<file path="src/rtl/core/lpd_pkg.sv">
// types and constants shared by the length-prefixed deframer
`default_nettype none

package lpd_pkg;

   localparam int DEF_MAX_BODY_BYTES = 65532;
   localparam int HEADER_BYTES       = 4;
   localparam int HDR_CNT_W          = 3;
   localparam int BODY_W             = 16;
   localparam int LEN_W              = 32;

   localparam logic [1:0] KIND_DATA  = 2'd0;
   localparam logic [1:0] KIND_CLOSE = 2'd1;
   localparam logic [1:0] KIND_OPEN  = 2'd2;

   localparam logic STATUS_PAYLOAD    = 1'b0;
   localparam logic STATUS_BAD_LENGTH = 1'b1;

   typedef struct packed {
      logic [1:0] kind;
      logic [7:0] data_byte;
   } req_type;

   typedef struct packed {
      logic             status;
      logic [7:0]       payload_byte;
      logic             last_byte;
      logic [LEN_W-1:0] message_length;
   } rsp_type;

endpackage

`default_nettype wire

</file>
<file path="src/rtl/core/length_prefixed_deframer.sv">
// length-prefixed deframer: 4-byte big-endian header, then body words
// result words are registered: a result appears in the cycle after its input word is accepted
// throughput: one input word per cycle while req_stall is low; framing state updates in the accept cycle
// req_stall is high only while a result word sits in the output register and is stalled
// reset: synchronous, active high; stream open, all framing counters cleared
`default_nettype none

module length_prefixed_deframer #(
   parameter int MAX_BODY_BYTES = lpd_pkg::DEF_MAX_BODY_BYTES
) (
   input  wire               clock,
   input  wire               reset,
   input  wire               req_valid,
   output logic              req_stall,
   input  lpd_pkg::req_type  req_payload,
   output logic              rsp_valid,
   input  wire               rsp_stall,
   output lpd_pkg::rsp_type  rsp_payload
);
   import lpd_pkg::*;

   localparam logic [LEN_W-1:0] MAX_LEN = LEN_W'(MAX_BODY_BYTES);
   localparam logic [HDR_CNT_W-1:0] HDR_FULL = HDR_CNT_W'(HEADER_BYTES);
   localparam logic [HDR_CNT_W-1:0] HDR_LAST = HDR_CNT_W'(HEADER_BYTES - 1);

   logic                 open_ff,      open_in;
   logic [HDR_CNT_W-1:0] hdr_cnt_ff,   hdr_cnt_in;
   logic [LEN_W-1:0]     shift_ff,     shift_in;
   logic [BODY_W-1:0]    body_len_ff,  body_len_in;
   logic [BODY_W-1:0]    body_cnt_ff,  body_cnt_in;
   logic                 rsp_valid_ff, rsp_valid_in;
   rsp_type              rsp_ff,       rsp_in;

   logic              accept;
   logic              emit;
   logic [LEN_W-1:0]  new_len;
   logic [BODY_W-1:0] next_cnt;
   logic              is_last;

   assign req_stall   = rsp_valid_ff & rsp_stall;
   assign accept      = req_valid & ~req_stall;
   assign rsp_valid   = rsp_valid_ff;
   assign rsp_payload = rsp_ff;

   assign new_len  = {shift_ff[LEN_W-9:0], req_payload.data_byte};
   assign next_cnt = body_cnt_ff + BODY_W'(1);
   assign is_last  = (next_cnt == body_len_ff);

   always_comb begin
      open_in     = open_ff;
      hdr_cnt_in  = hdr_cnt_ff;
      shift_in    = shift_ff;
      body_len_in = body_len_ff;
      body_cnt_in = body_cnt_ff;
      emit        = 1'b0;
      rsp_in      = rsp_ff;
      if (accept) begin
         unique case (req_payload.kind)
            KIND_OPEN: begin
               open_in     = 1'b1;
               hdr_cnt_in  = '0;
               shift_in    = '0;
               body_len_in = '0;
               body_cnt_in = '0;
            end
            KIND_CLOSE: begin
               open_in = 1'b0;
            end
            KIND_DATA: begin
               if (open_ff) begin
                  if (hdr_cnt_ff != HDR_FULL) begin
                     shift_in   = new_len;
                     hdr_cnt_in = hdr_cnt_ff + HDR_CNT_W'(1);
                     if (hdr_cnt_ff == HDR_LAST) begin
                        if (new_len == '0 || new_len > MAX_LEN) begin
                           open_in                = 1'b0;
                           emit                   = 1'b1;
                           rsp_in.status          = STATUS_BAD_LENGTH;
                           rsp_in.payload_byte    = '0;
                           rsp_in.last_byte       = 1'b0;
                           rsp_in.message_length  = new_len;
                        end else begin
                           body_len_in = new_len[BODY_W-1:0];
                           body_cnt_in = '0;
                        end
                     end
                  end else begin
                     emit                  = 1'b1;
                     rsp_in.status         = STATUS_PAYLOAD;
                     rsp_in.payload_byte   = req_payload.data_byte;
                     rsp_in.last_byte      = is_last;
                     rsp_in.message_length = LEN_W'(body_len_ff);
                     body_cnt_in           = next_cnt;
                     if (is_last) begin
                        hdr_cnt_in  = '0;
                        shift_in    = '0;
                        body_len_in = '0;
                        body_cnt_in = '0;
                     end
                  end
               end
            end
            default: begin
            end
         endcase
      end
      if (emit) begin
         rsp_valid_in = 1'b1;
      end else if (rsp_valid_ff && !rsp_stall) begin
         rsp_valid_in = 1'b0;
      end else begin
         rsp_valid_in = rsp_valid_ff;
      end
   end

   always_ff @(posedge clock) begin
      if (reset) begin
         open_ff      <= 1'b1;
         hdr_cnt_ff   <= '0;
         shift_ff     <= '0;
         body_len_ff  <= '0;
         body_cnt_ff  <= '0;
         rsp_valid_ff <= 1'b0;
      end else begin
         open_ff      <= open_in;
         hdr_cnt_ff   <= hdr_cnt_in;
         shift_ff     <= shift_in;
         body_len_ff  <= body_len_in;
         body_cnt_ff  <= body_cnt_in;
         rsp_valid_ff <= rsp_valid_in;
      end
   end

   always_ff @(posedge clock) begin
      if (emit) begin
         rsp_ff <= rsp_in;
      end
   end

   a_hdr_cnt_range: assert property (@(posedge clock) disable iff (reset)
      hdr_cnt_ff <= HDR_FULL)
      else $error("header count out of range");

   a_body_cnt_bound: assert property (@(posedge clock) disable iff (reset)
      body_cnt_ff <= body_len_ff)
      else $error("body count beyond message length");

   a_payload_len: assert property (@(posedge clock) disable iff (reset)
      rsp_valid_ff && rsp_ff.status == STATUS_PAYLOAD |->
         rsp_ff.message_length != '0 && rsp_ff.message_length <= MAX_LEN)
      else $error("payload word with illegal message length");

   a_error_closes: assert property (@(posedge clock) disable iff (reset)
      emit && rsp_in.status == STATUS_BAD_LENGTH |=> !open_ff)
      else $error("stream still open after bad length");

   a_open_clears: assert property (@(posedge clock) disable iff (reset)
      accept && req_payload.kind == KIND_OPEN |=>
         open_ff && hdr_cnt_ff == '0 && body_cnt_ff == '0)
      else $error("open word did not clear framing");

endmodule

`default_nettype wire

</file>
<file path="config.mk">
export PLATFORM = sky130hd
export DESIGN_NAME = length_prefixed_deframer
export DESIGN_NICKNAME = d
export VERILOG_FILES = /design/src/rtl/core/lpd_pkg.sv /design/src/rtl/core/length_prefixed_deframer.sv
export SDC_FILE = /design/constraint.sdc
export NUM_CORES = 1
export LEC_CHECK = 0
export ABC_AREA = 1
export BUFFER_PORTS_ARGS = -buffer_cell sky130_fd_sc_hd__buf_4
export CORE_ASPECT_RATIO = 0.9
export CORE_MARGIN = 2
export CORE_UTILIZATION = 55
export DETAILED_ROUTE_END_ITERATION = 7
export HOLD_SLACK_MARGIN = 0.05
export PLACE_DENSITY_LB_ADDON = 0.25
export SLEW_MARGIN = 30
export SYNTH_ARGS = -nofsm -noshare
export SYNTH_HDL_FRONTEND = slang
export SYNTH_SLANG_ARGS = --single-unit
export TNS_END_PERCENT = 20
</file>
<file path="constraint.sdc">
create_clock -name clock -period 3.4 [get_ports clock]
set_input_delay 0.68 -clock clock [delete_from_list [all_inputs] [get_ports clock]]
set_output_delay 0.68 -clock clock [all_outputs]
set_load 0.01 [all_outputs]
</file>
==> reports/results.tsv, run 1 <==
metric	value	unit
status	finished, final reports clean	
unrepaired setup endpoints after global routing	false	
Critical R2R Capture	shift_ff[6]	
Yosys top cell by area	edfxtp_1	
die width	106	um
EDFF count, synth	42	
async set-or-reset flop fraction in the synthesized netlist	0	
flops & latches, synth	103	
Max Cap Viol	0	
Post-Route WL	12.4	mm
Max Used Layer	met4	
CTS max path bufs	2	
initial antenna violation count	0	
Max VDD drop	0.251	mV
# port buffers	57	
All-Layer GR Usage	0.251	
Starting Density	0.567	
Finish-stage setup viols	0	
DR vias	4810	
yosys warns	0	
cell count after synthesis	717	
grt ovf	0	
number of global-route vias before repair	4276	
CTS sink count	103	
commonest non-fill, non-tap cell in the layout	nand2_1	
first-pass iteration count of the detailed router	6	
met1 wire length	5.49	mm
Die Ht	96.2	um
reg2reg path depth	16	
Skew-Pair Late Insertion Delay	0.37	ns
CP cell instances	inv_1, nor2_4, nand2_2, nand2_1, nand2_1, nand2_1, nand2_1, nor2_1, nand3_1, nor2_1, nand2_1, nand2_2, buf_4, nand3_1, nand2_1, nor2_1	
Design Area, Final	0.00595	sq mm
Worst setup SP type	flip-flop	
crit path DAT	2.97	ns
met3 WL	957	um
r2r setup slk	0.70	ns
Max Freq	370	MHz
Syn-to-layout area delta	14.5	%
Slew HR	0.616	
H-Tree Depth	3	
HP Class	input pin to flip-flop	
post-detail-place hpwl	9.02	mm
Syn Nets	735	
Mean Syn Cell Area	7.25	sq um
Cell variety after synth	31	
CTS resizes	0	
max-slew violation count	0	
worst-margin pin slew	0.576	ns
Hold Buf Count CTS	0	
I/O pin cnt	58	
hold path cells	2	
placed cell areas	0.00573	sq mm
CTS Buf Count	9	
CTS root buf	clkbuf_8	
worst path buffer plus inverter count	2	
Crit path depth	16	
sequential element share of the synthesized area	0.478	
skew final	0.0167	ns
Post-synth top flop	dfxtp_1	
via-per-instance ratio	5.40	
Crit. End Element	flip-flop	
Detail Route Antenna Nets	0	
fraction of layout cells with a size suffix above 1	0.134	
Critical Path Slowest Stage Cell	dfxtp_1	
post-layout worst setup margin	0.698	ns
DR WL/cell	14.0	um
Most common cell on crit path	nand2_1	
global-route wire length before repair	20.3	mm
slowest cell delay on critical path	0.42	ns
fillers	796	
Cell Pwr Density	437	mW/mm^2
largest net degree at the start of global routing	47	
worst r2r src	body_cnt_ff[0]	
Post-CTS Setup Inserts	0	
crit-path max FO	26	
Final Hold Viols	0	
Tcrit/Tclk final	0.795	
Crit Path Category	flip-flop to flip-flop	
minimum clock period	2.70	ns
top cell type's share of synthesized area	0.243	
Total Die Area	0.0102	sq mm
area of the mapped netlist	0.00520	sq mm
Hold Path Sink	rsp_valid	
Synth area leaders	edfxtp_1, dfxtp_1, nand2_1	
Reg clk slew, reported paths	0.11	ns
leakage dissipation	2.62	nW
CP delay by family, top	simple AND/OR/NAND/NOR gates	
most frequent cells in the layout	nand2_1, nor2_1, inv_1	
TritonCTS clock tree	yes	
Setup TNS	0	ns
Ant. Diodes	0	
Hold Startpoint	reset	
# rows	33	
initial DRC count	300	
DRC violations left	0	
DP Worst Slack	0.749	ns
critical path data required time	3.67	ns
Final nets	782	
area of the core	0.00917	sq mm
routed length on met2	5.83	mm
GPL Wtd Cong	0.955	
through the flow:
| stage | power, W | hold slack, ns | instances | utilization |
|---|---|---|---|---|
| finish | 0.00260 | 0.473 | 891 | 0.649 |
| detailed placement | 0.00175 | 0.475 | 875 | 0.625 |
| global placement | 0.00174 | 0.464 | 875 | 0.625 |
| CTS | 0.00260 | 0.460 | 891 | 0.649 |
| global route | 0.00271 | 0.469 | 891 | 0.649 |
| floorplan | 0.00166 | 0.452 | 717 | - |
worst register-to-register path, cell delays in order, from the launching register on:
cell	delay, ns
dfxtp_1	0.42
inv_1	0.12
nor2_4	0.27
nand2_2	0.13
nand2_1	0.11
nand2_1	0.10
nand2_1	0.09
nand2_1	0.05
nor2_1	0.08
nand3_1	0.12
nor2_1	0.10
nand2_1	0.07
nand2_2	0.32
buf_4	0.36
nand3_1	0.14
nand2_1	0.09
nor2_1	0.04
per-layer routing:
| layer | track usage | vias to the layer above |
|---|---|---|
| li1 | - | 2407 |
| met1 | 0.337 | 2215 |
| met2 | 0.427 | 173 |
| met3 | 0.0345 | 15 |
| met4 | 0.0790 | 0 |
| met5 | 0 | - |
how the worst max path moves through the flow:
| stage | startpoint | to | slack [ns] |
|---|---|---|---|
| after global routing | body_cnt_ff[0] | shift_ff[6] | 0.40 |
| after global placement | req_payload[5] | rsp_payload[1] | 0.74 |
| final | body_cnt_ff[0] | shift_ff[6] | 0.70 |
| after floorplan | req_payload[1] | rsp_payload[0] | 0.82 |
| after CTS | body_cnt_ff[0] | shift_ff[6] | 0.74 |
| after detailed placement | req_payload[5] | rsp_payload[5] | 0.75 |
cell type report:
type	instances	area, sq um	area share
inverters	78	293	0.0492
flip-flops and latches	103	2480	0.417
well taps	122	153	0.0256
clock buffers	9	124	0.0208
multi-input cells	506	2290	0.385
repair buffers	66	508	0.0853
clock inverters	7	101	0.0170
flip-flops by register name, indices dropped and copies added (netlist names):
| name | flops |
|---|---|
| body_len_ff | 16 |
| open_ff | 1 |
| rsp_valid | 1 |
| rsp_payload | 42 |
| shift_ff | 24 |
| hdr_cnt_ff | 3 |
| body_cnt_ff | 16 |
Yosys cell counts, types with 2 or more instances:
library cell and n:
clkinv_1 2, nor2_1 126, or2_2 2, nand3b_1 8
buf_2 6, edfxtp_1 42, buf_4 2, nand2_2 4
o21ai_0 33, buf_1 5, clkbuf_1 16, nor2_4 3
dfxtp_1 61, nor3_1 12, a21oi_1 35, ha_1 4
nand4_1 20, inv_1 70, nand2_1 186, nand3_1 59
inv_2 6, nor2_2 5, o21ai_1 2
power breakdown:
group	switching, W	leakage, nW	internal (W)
clock network	0.000445	0.114	0.000425
registers	0.0000433	0.896	0.00134
logic	0.000228	1.61	0.000126
kinds of logic after synthesis:
family                   Yosys count  synth area share
AO/OA/AOI/OAI                     70            0.0674
AND/OR/NAND/NOR                  429             0.355
flip-flops                       103             0.478
adder cells (fa/ha/maj)            4           0.00963
XOR/XNOR                           2           0.00602
buffers and inverters            108            0.0823
multiplexers                       1           0.00193
Power figures use the tool's default switching activity.
==> run 2: changes to the inputs <==
ABC_AREA = 0   (was 1)
clock period = 2.85 ns   (was 3.4 ns; I/O delays follow)
==> run 2 against run 1 <==
Critical endpoint is now hdr_cnt_ff[0]. Flip-flop and latch count unchanged. Clock-buffer cell count unchanged. Combinational power down 69%. Worst setup slack worse by 0.62 ns. Synthesized cell count down 37%. Global-route usage down 0.57 points. Routed wire length down 11%. Clock skew down 0.0016 ns. Utilization up 1.9 points. Via count down 20%. Sequential power up 12%. Critical path depth down 8.
==> reports/results.tsv, run 2 <==
metric	value	unit	change
Max Cap Viol	0		unchanged
first-pass iteration count of the detailed router	5		was 6
slowest cell delay on critical path	0.59	ns	was 0.42 ns
# port buffers	57		unchanged
Synth area leaders	edfxtp_1, dfxtp_1, a22o_1		was edfxtp_1, dfxtp_1, nand2_1
grt ovf	0		unchanged
post-detail-place hpwl	7.83	mm	was 9.02 mm
synth cell count leaders	dfxtp_1, edfxtp_1, nand2_1		was nand2_1, nor2_1, inv_1
Global Route met1 Usage	0.338		was 0.337
cell with the most instances after synthesis	dfxtp_1		was nand2_1
Post-Route WL	11.1	mm	was 12.4 mm
Syn Nets	473		was 735
DR vias	3858		was 4,810
EDFF count, synth	42		unchanged
HP Class	input pin to flip-flop		unchanged
Util after Layout	0.668		was 0.649
Total Die Area	0.00948	sq mm	was 0.0102 sq mm
initial antenna violation count	0		unchanged
leakage dissipation	2.14	nW	was 2.62 nW
flops & latches, synth	103		unchanged
Syn-to-layout area delta	18.8	%	was 14.5%
Skew-Pair Late Insertion Delay	0.36	ns	was 0.37 ns
top cell type's share of synthesized area	0.263		was 0.243
commonest non-fill, non-tap cell in the layout	buf_4		was nand2_1
minimum clock period	2.77	ns	was 2.70 ns
CTS max path bufs	2		unchanged
max FFs per register	42		unchanged
P_int	0.00201	W	was 0.00189 W
switch share	0.236		was 0.275
Starting Density	0.562		was 0.567
# rows	32		was 33
Max VDD drop	0.250	mV	was 0.251 mV
total power	0.00263	W	was 0.00260 W
crit path DAT	3.04	ns	was 2.97 ns
Ant. Diodes	0		unchanged
die width	102	um	was 106 um
hold_ws	0.464	ns	was 0.473 ns
worst r2r src	body_cnt_ff[0]		unchanged
CTS sink count	103		unchanged
Critical Path Slowest Stage Cell	or4_4		was dfxtp_1
Setup TNS	0	ns	unchanged
combinational power share	0.042		was 0.136
area of the core	0.00853	sq mm	was 0.00917 sq mm
Crit. End Element	flip-flop		unchanged
Die Ht	92.6	um	was 96.2 um
Post-synth top flop	dfxtp_1		unchanged
Detail Route Antenna Nets	0		unchanged
Max Freq	361	MHz	was 370 MHz
sequential element share of the synthesized area	0.518		was 0.478
fraction of layout cells with a size suffix above 1	0.251		was 0.134
Finish-stage setup viols	0		unchanged
Reg area	0.00248	sq mm	unchanged
fillers	684		was 796
I/O pin cnt	58		unchanged
area of the mapped netlist	0.00480	sq mm	was 0.00520 sq mm
via-per-instance ratio	5.95		was 5.40
status	finished, final reports clean		unchanged
Crit Path Category	flip-flop to flip-flop		unchanged
Yosys top cell by area	edfxtp_1		unchanged
sw power	0.000622	W	was 0.000716 W
critical path data required time	3.12	ns	was 3.67 ns
Slew HR	0.546		was 0.616
All-Layer GR Usage	0.246		was 0.251
DRC violations left	0		unchanged
unrepaired setup endpoints after global routing	false		unchanged
Reg power frac	0.583		was 0.530
CP cell instances	ha_1, nand4_4, or4_4, xnor2_2, a2111oi_2, a311oi_4, buf_6, mux2_2		was inv_1, nor2_4, nand2_2, nand2_1, nand2_1, nand2_1, nand2_1, nor2_1, nand3_1, nor2_1, nand2_1, nand2_2, buf_4, nand3_1, nand2_1, nor2_1
max-slew violation count	0		unchanged
GPL Wtd Cong	0.931		was 0.955
Design Area, Final	0.00570	sq mm	was 0.00595 sq mm
Final nets	542		was 782
CTS root buf	clkbuf_8		unchanged
DR WL/cell	17.1	um	was 14.0 um
Hold Buf Count CTS	0		unchanged
largest net degree at the start of global routing	37		was 47
worst-margin pin slew	0.676	ns	was 0.576 ns
met3 GRT Util	0.0513		was 0.0345
cell count after synthesis	455		was 717
skew final	0.0151	ns	was 0.0167 ns
global-route wire length before repair	18.2	mm	was 20.3 mm
yosys warns	0		unchanged
Reg clk slew, reported paths	0.11	ns	about the same
TritonCTS clock tree	yes		unchanged
Worst setup SP type	flip-flop		unchanged
Final Hold Viols	0		unchanged
H-Tree Depth	3		unchanged
Mean Syn Cell Area	10.5	sq um	was 7.25 sq um
placed cell areas	0.00545	sq mm	was 0.00573 sq mm
CTS Buf Count	9		unchanged
gr busiest metal	met2		unchanged
Worst Setup SP	body_cnt_ff[0]		unchanged
crit-path max FO	14		was 26
Cell Pwr Density	462	mW/mm^2	was 437 mW/mm^2
multi-input logic area	0.00214	sq mm	was 0.00229 sq mm
most frequent cells in the layout	buf_4, dfxtp_1, edfxtp_1		was nand2_1, nor2_1, inv_1
Tcrit/Tclk final	0.972		was 0.795
Cell variety after synth	55		was 31
grt met2 use	0.387		was 0.427
number of global-route vias before repair	3738		was 4,276
Hold Startpoint	req_payload[4]		was reset
async set-or-reset flop fraction in the synthesized netlist	0		unchanged
initial DRC count	288		was 300
Clk pwr share	0.375		was 0.334
==> run 2: changes by cell type after synthesis, moves of 12 or more <==
cell | previous run | this run
a22o_1 | 0 | 26
nand2b_1 | 0 | 22
inv_1 | 70 | 19
mux2_2 | 0 | 17
a31oi_1 | 0 | 12
a21oi_1 | 35 | 7
o21ai_0 | 33 | 12
nand2_1 | 186 | 35
nor2_1 | 126 | 11
nand3_1 | 59 | 15
and2_1 | 0 | 20
==> run 2: power by group through the flow <==
stage	combinational [W]	sequential, W	clock, W
2_1_floorplan	0.0000634	0.00157	0
3_3_place_gp	0.000103	0.00157	0
3_5_place_dp	0.000107	0.00157	0
4_1_cts	0.000109	0.00154	0.00100
5_1_grt	0.000121	0.00154	0.00105
6_report	0.000111	0.00154	0.000986
==> run 2: logic make-up (layout without fill, tap and decap cells) <==
| kind of cell | count (synthesis) | count (layout) | share of synthesized area |
|---|---|---|---|
| mux | 17 | 17 | 0.0399 |
| fa+ha+maj | 4 | 4 | 0.0104 |
| simple gates | 169 | 169 | 0.203 |
| buf+inv | 45 | 119 | 0.0449 |
| compound gates | 98 | 98 | 0.148 |
| flops | 103 | 103 | 0.518 |
| xor+xnor | 19 | 19 | 0.0363 |
==> run 2: what timing repair did <==
action | 4_1_cts | 5_1_grt
gates resized for setup | 1 | 3
pin swaps | 1 | 1
setup buffers | 1 | 0
endpoints found under the setup margin | 27 | 39
==> run 2: routing by layer <==
layer | wire, um | share of wire
met1 | 5010 | 0.45
met2 | 5040 | 0.46
met3 | 812 | 0.073
met5 | 0 | 0
met4 | 193 | 0.017
==> run 2: stage by stage <==
step / cells / setup WS [ns]
2_1_floorplan: 455 / -0.0107
3_3_place_gp: 630 / -0.153
3_5_place_dp: 631 / -0.310
4_1_cts: 648 / 0.0589
5_1_grt: 648 / 0.0270
6_report: 648 / 0.0808
==> run 2: final cells by class <==
| class | count | area share |
|---|---|---|
| timing repair buffer | 84 | 0.111 |
| sequential | 103 | 0.436 |
| clock inverter | 7 | 0.0174 |
| clock buffer | 9 | 0.0217 |
| tap | 119 | 0.0261 |
| multi-input combinational | 307 | 0.375 |
| inverter | 19 | 0.0125 |
==> run 2: worst max-delay path, delay by kind of cell (launching register included) <==
kind / cells / cell delay [ns]
mux: 1 / 0.27
flops: 1 / 0.35
fa+ha+maj: 1 / 0.25
xor+xnor: 1 / 0.18
simple gates: 2 / 0.74
buf+inv: 1 / 0.19
compound gates: 2 / 0.70
==> run 2: worst paths after layout <==
kind / to / slack, ns / depth (start not counted)
setup / recovery: hdr_cnt_ff[0] / 0.08 / 8
hold / removal: body_len_ff[4] / 0.46 / 3
setup reg to reg: hdr_cnt_ff[0] / 0.08 / 8
hold reg to reg: body_len_ff[9] / 0.50 / 2
==> run 3: changes to the inputs <==
BUFFER_PORTS_ARGS = not set   (was -buffer_cell sky130_fd_sc_hd__buf_4)
DONT_BUFFER_PORTS = 1   (was not set)
==> run 3 against run 2 <==
Via count shrank 8.1%. Highest routed layer unchanged. Die area is the same. Utilization shrank 5.0 points. Sequential share of layout area grew 3.5 points. Critical path type unchanged. Clock power shrank 2.7%. Cell count shrank 8.6%. Largest power group unchanged.
==> reports/results.tsv, run 3 (synthesized netlist as in run 2, its figures left out) <==
metric	value	unit	change
Total Die Area	0.00948	sq mm	unchanged
DRC violations left	0		unchanged
Reg clk slew, reported paths	0.10	ns	was 0.11 ns
total power	0.00258	W	was 0.00263 W
HP Class	input pin to flip-flop		unchanged
# rows	32		unchanged
post-detail-place hpwl	7.44	mm	was 7.83 mm
Post-Route WL	10.4	mm	was 11.1 mm
fraction of layout cells with a size suffix above 1	0.161		was 0.251
Max Cap Viol	0		unchanged
skew final	0.0146	ns	was 0.0151 ns
via-per-instance ratio	5.99		was 5.95
Critical Path Slowest Stage Cell	a2111oi_2		was or4_4
critical path data required time	3.08	ns	was 3.12 ns
crit-path max FO	15		was 14
Global Route met1 Usage	0.338		about the same
Detail Route Antenna Nets	0		unchanged
CTS Buf Count	9		unchanged
Ant. Diodes	0		unchanged
crit path DAT	2.92	ns	was 3.04 ns
worst-margin pin slew	0.550	ns	was 0.676 ns
Worst setup SP type	flip-flop		unchanged
Starting Density	0.562		unchanged
Slew HR	0.630		was 0.546
largest net degree at the start of global routing	32		was 37
number of global-route vias before repair	3509		was 3,738
Most common cell on crit path	buf_4		
CTS max path bufs	2		unchanged
slowest cell delay on critical path	0.39	ns	was 0.59 ns
first-pass iteration count of the detailed router	5		unchanged
Tcrit/Tclk final	0.941		was 0.972
Util after Layout	0.618		was 0.668
# port buffers	0		was 57
unrepaired setup endpoints after global routing	false		unchanged
die width	102	um	unchanged
CTS sink count	103		unchanged
DP Worst Slack	-0.0927	ns	was -0.310 ns
area of the core	0.00853	sq mm	unchanged
commonest non-fill, non-tap cell in the layout	dfxtp_1		was buf_4
grt ovf	0		unchanged
Syn-to-layout area delta	9.94	%	was 18.8%
leakage dissipation	1.87	nW	was 2.14 nW
Max Freq	373	MHz	was 361 MHz
Final nets	486		was 542
initial antenna violation count	0		unchanged
worst path buffer plus inverter count	2		was 1
post-layout worst setup margin	0.168	ns	was 0.0808 ns
Cell Pwr Density	488	mW/mm^2	was 462 mW/mm^2
Post-CTS Setup Inserts	0		was 1
minimum clock period	2.68	ns	was 2.77 ns
TritonCTS clock tree	yes		unchanged
CTS root buf	clkbuf_8		unchanged
max-slew violation count	0		unchanged
status	finished, final reports clean		unchanged
GPL Wtd Cong	0.944		was 0.931
Crit Path Category	flip-flop to flip-flop		unchanged
Die Ht	92.6	um	unchanged
DR WL/cell	17.6	um	was 17.1 um
I/O pin cnt	58		unchanged
most frequent cells in the layout	dfxtp_1, edfxtp_1, nand2_1		was buf_4, dfxtp_1, edfxtp_1
Finish-stage setup viols	0		unchanged
max FFs per register	42		unchanged
grt met2 use	0.349		was 0.387
initial DRC count	252		was 288
Skew-Pair Late Insertion Delay	0.36	ns	about the same
All-Layer GR Usage	0.233		was 0.246
global-route wire length before repair	17.3	mm	was 18.2 mm
Final Hold Viols	0		unchanged
CP delay by family, top	compound AO/OA/AOI/OAI gates		was simple AND/OR/NAND/NOR gates
met3 GRT Util	0.0543		was 0.0513
Crit. End Element	flip-flop		unchanged
gr busiest metal	met2		unchanged
DR vias	3544		was 3,858
H-Tree Depth	3		unchanged
CP cell instances	ha_1, buf_4, and4_1, nand3_1, xnor2_1, a2111oi_2, nand4_2, buf_4, a31oi_1, o22ai_1		was ha_1, nand4_4, or4_4, xnor2_2, a2111oi_2, a311oi_4, buf_6, mux2_2
Max VDD drop	0.364	mV	was 0.250 mV
## run 3: metrics by stage
step	setup TNS [ns]	area, sq um	hold WS, ns	cells
floorplan	-0.213	4800	0.456	455
global placement	0	5050	0.478	576
detailed placement	-1.75	5050	0.482	576
CTS	0	5260	0.269	592
global route	0	5270	0.256	592
finish	0	5270	0.279	592
## run 3: path summary, 6_finish.rpt
check,startpoint,to,slack (ns),depth (start not counted)
worst max register to register,body_cnt_ff[0],body_cnt_ff[3],0.17,10
worst max-delay path,body_cnt_ff[0],body_cnt_ff[3],0.17,10
worst min-delay path,reset,rsp_valid,0.28,1
worst min register to register,body_len_ff[13],body_len_ff[13],0.50,2
## run 3: routing by layer
metal,part of all wire,up-vias
li1,-,1720
met1,0.47,1682
met2,0.45,132
met3,0.070,10
met4,0.011,0
met5,0,-
## run 3: final cells by class
type / count / area [sq um]
tap: 119 / 149
clock buffer: 9 / 124
multi-input combinational: 307 / 2130
sequential: 103 / 2480
clock inverter: 7 / 88.8
timing repair buffer: 28 / 223
fill: 696 / 3260
inverter: 19 / 71.3
## run 3: repair_timing
item,4_1_cts,5_1_grt
hold buffers,0,0
gates resized for setup,1,2
setup endpoints to repair,23,23
## run 3: power by group
part           internal (W)  total [W]  switching [W]  leakage [nW]
Combinational     0.0000384  0.0000813      0.0000430         0.896
Sequential          0.00153    0.00153     0.00000702         0.866
Clock              0.000428   0.000959       0.000531         0.109
Total               0.00199    0.00258       0.000581          1.87
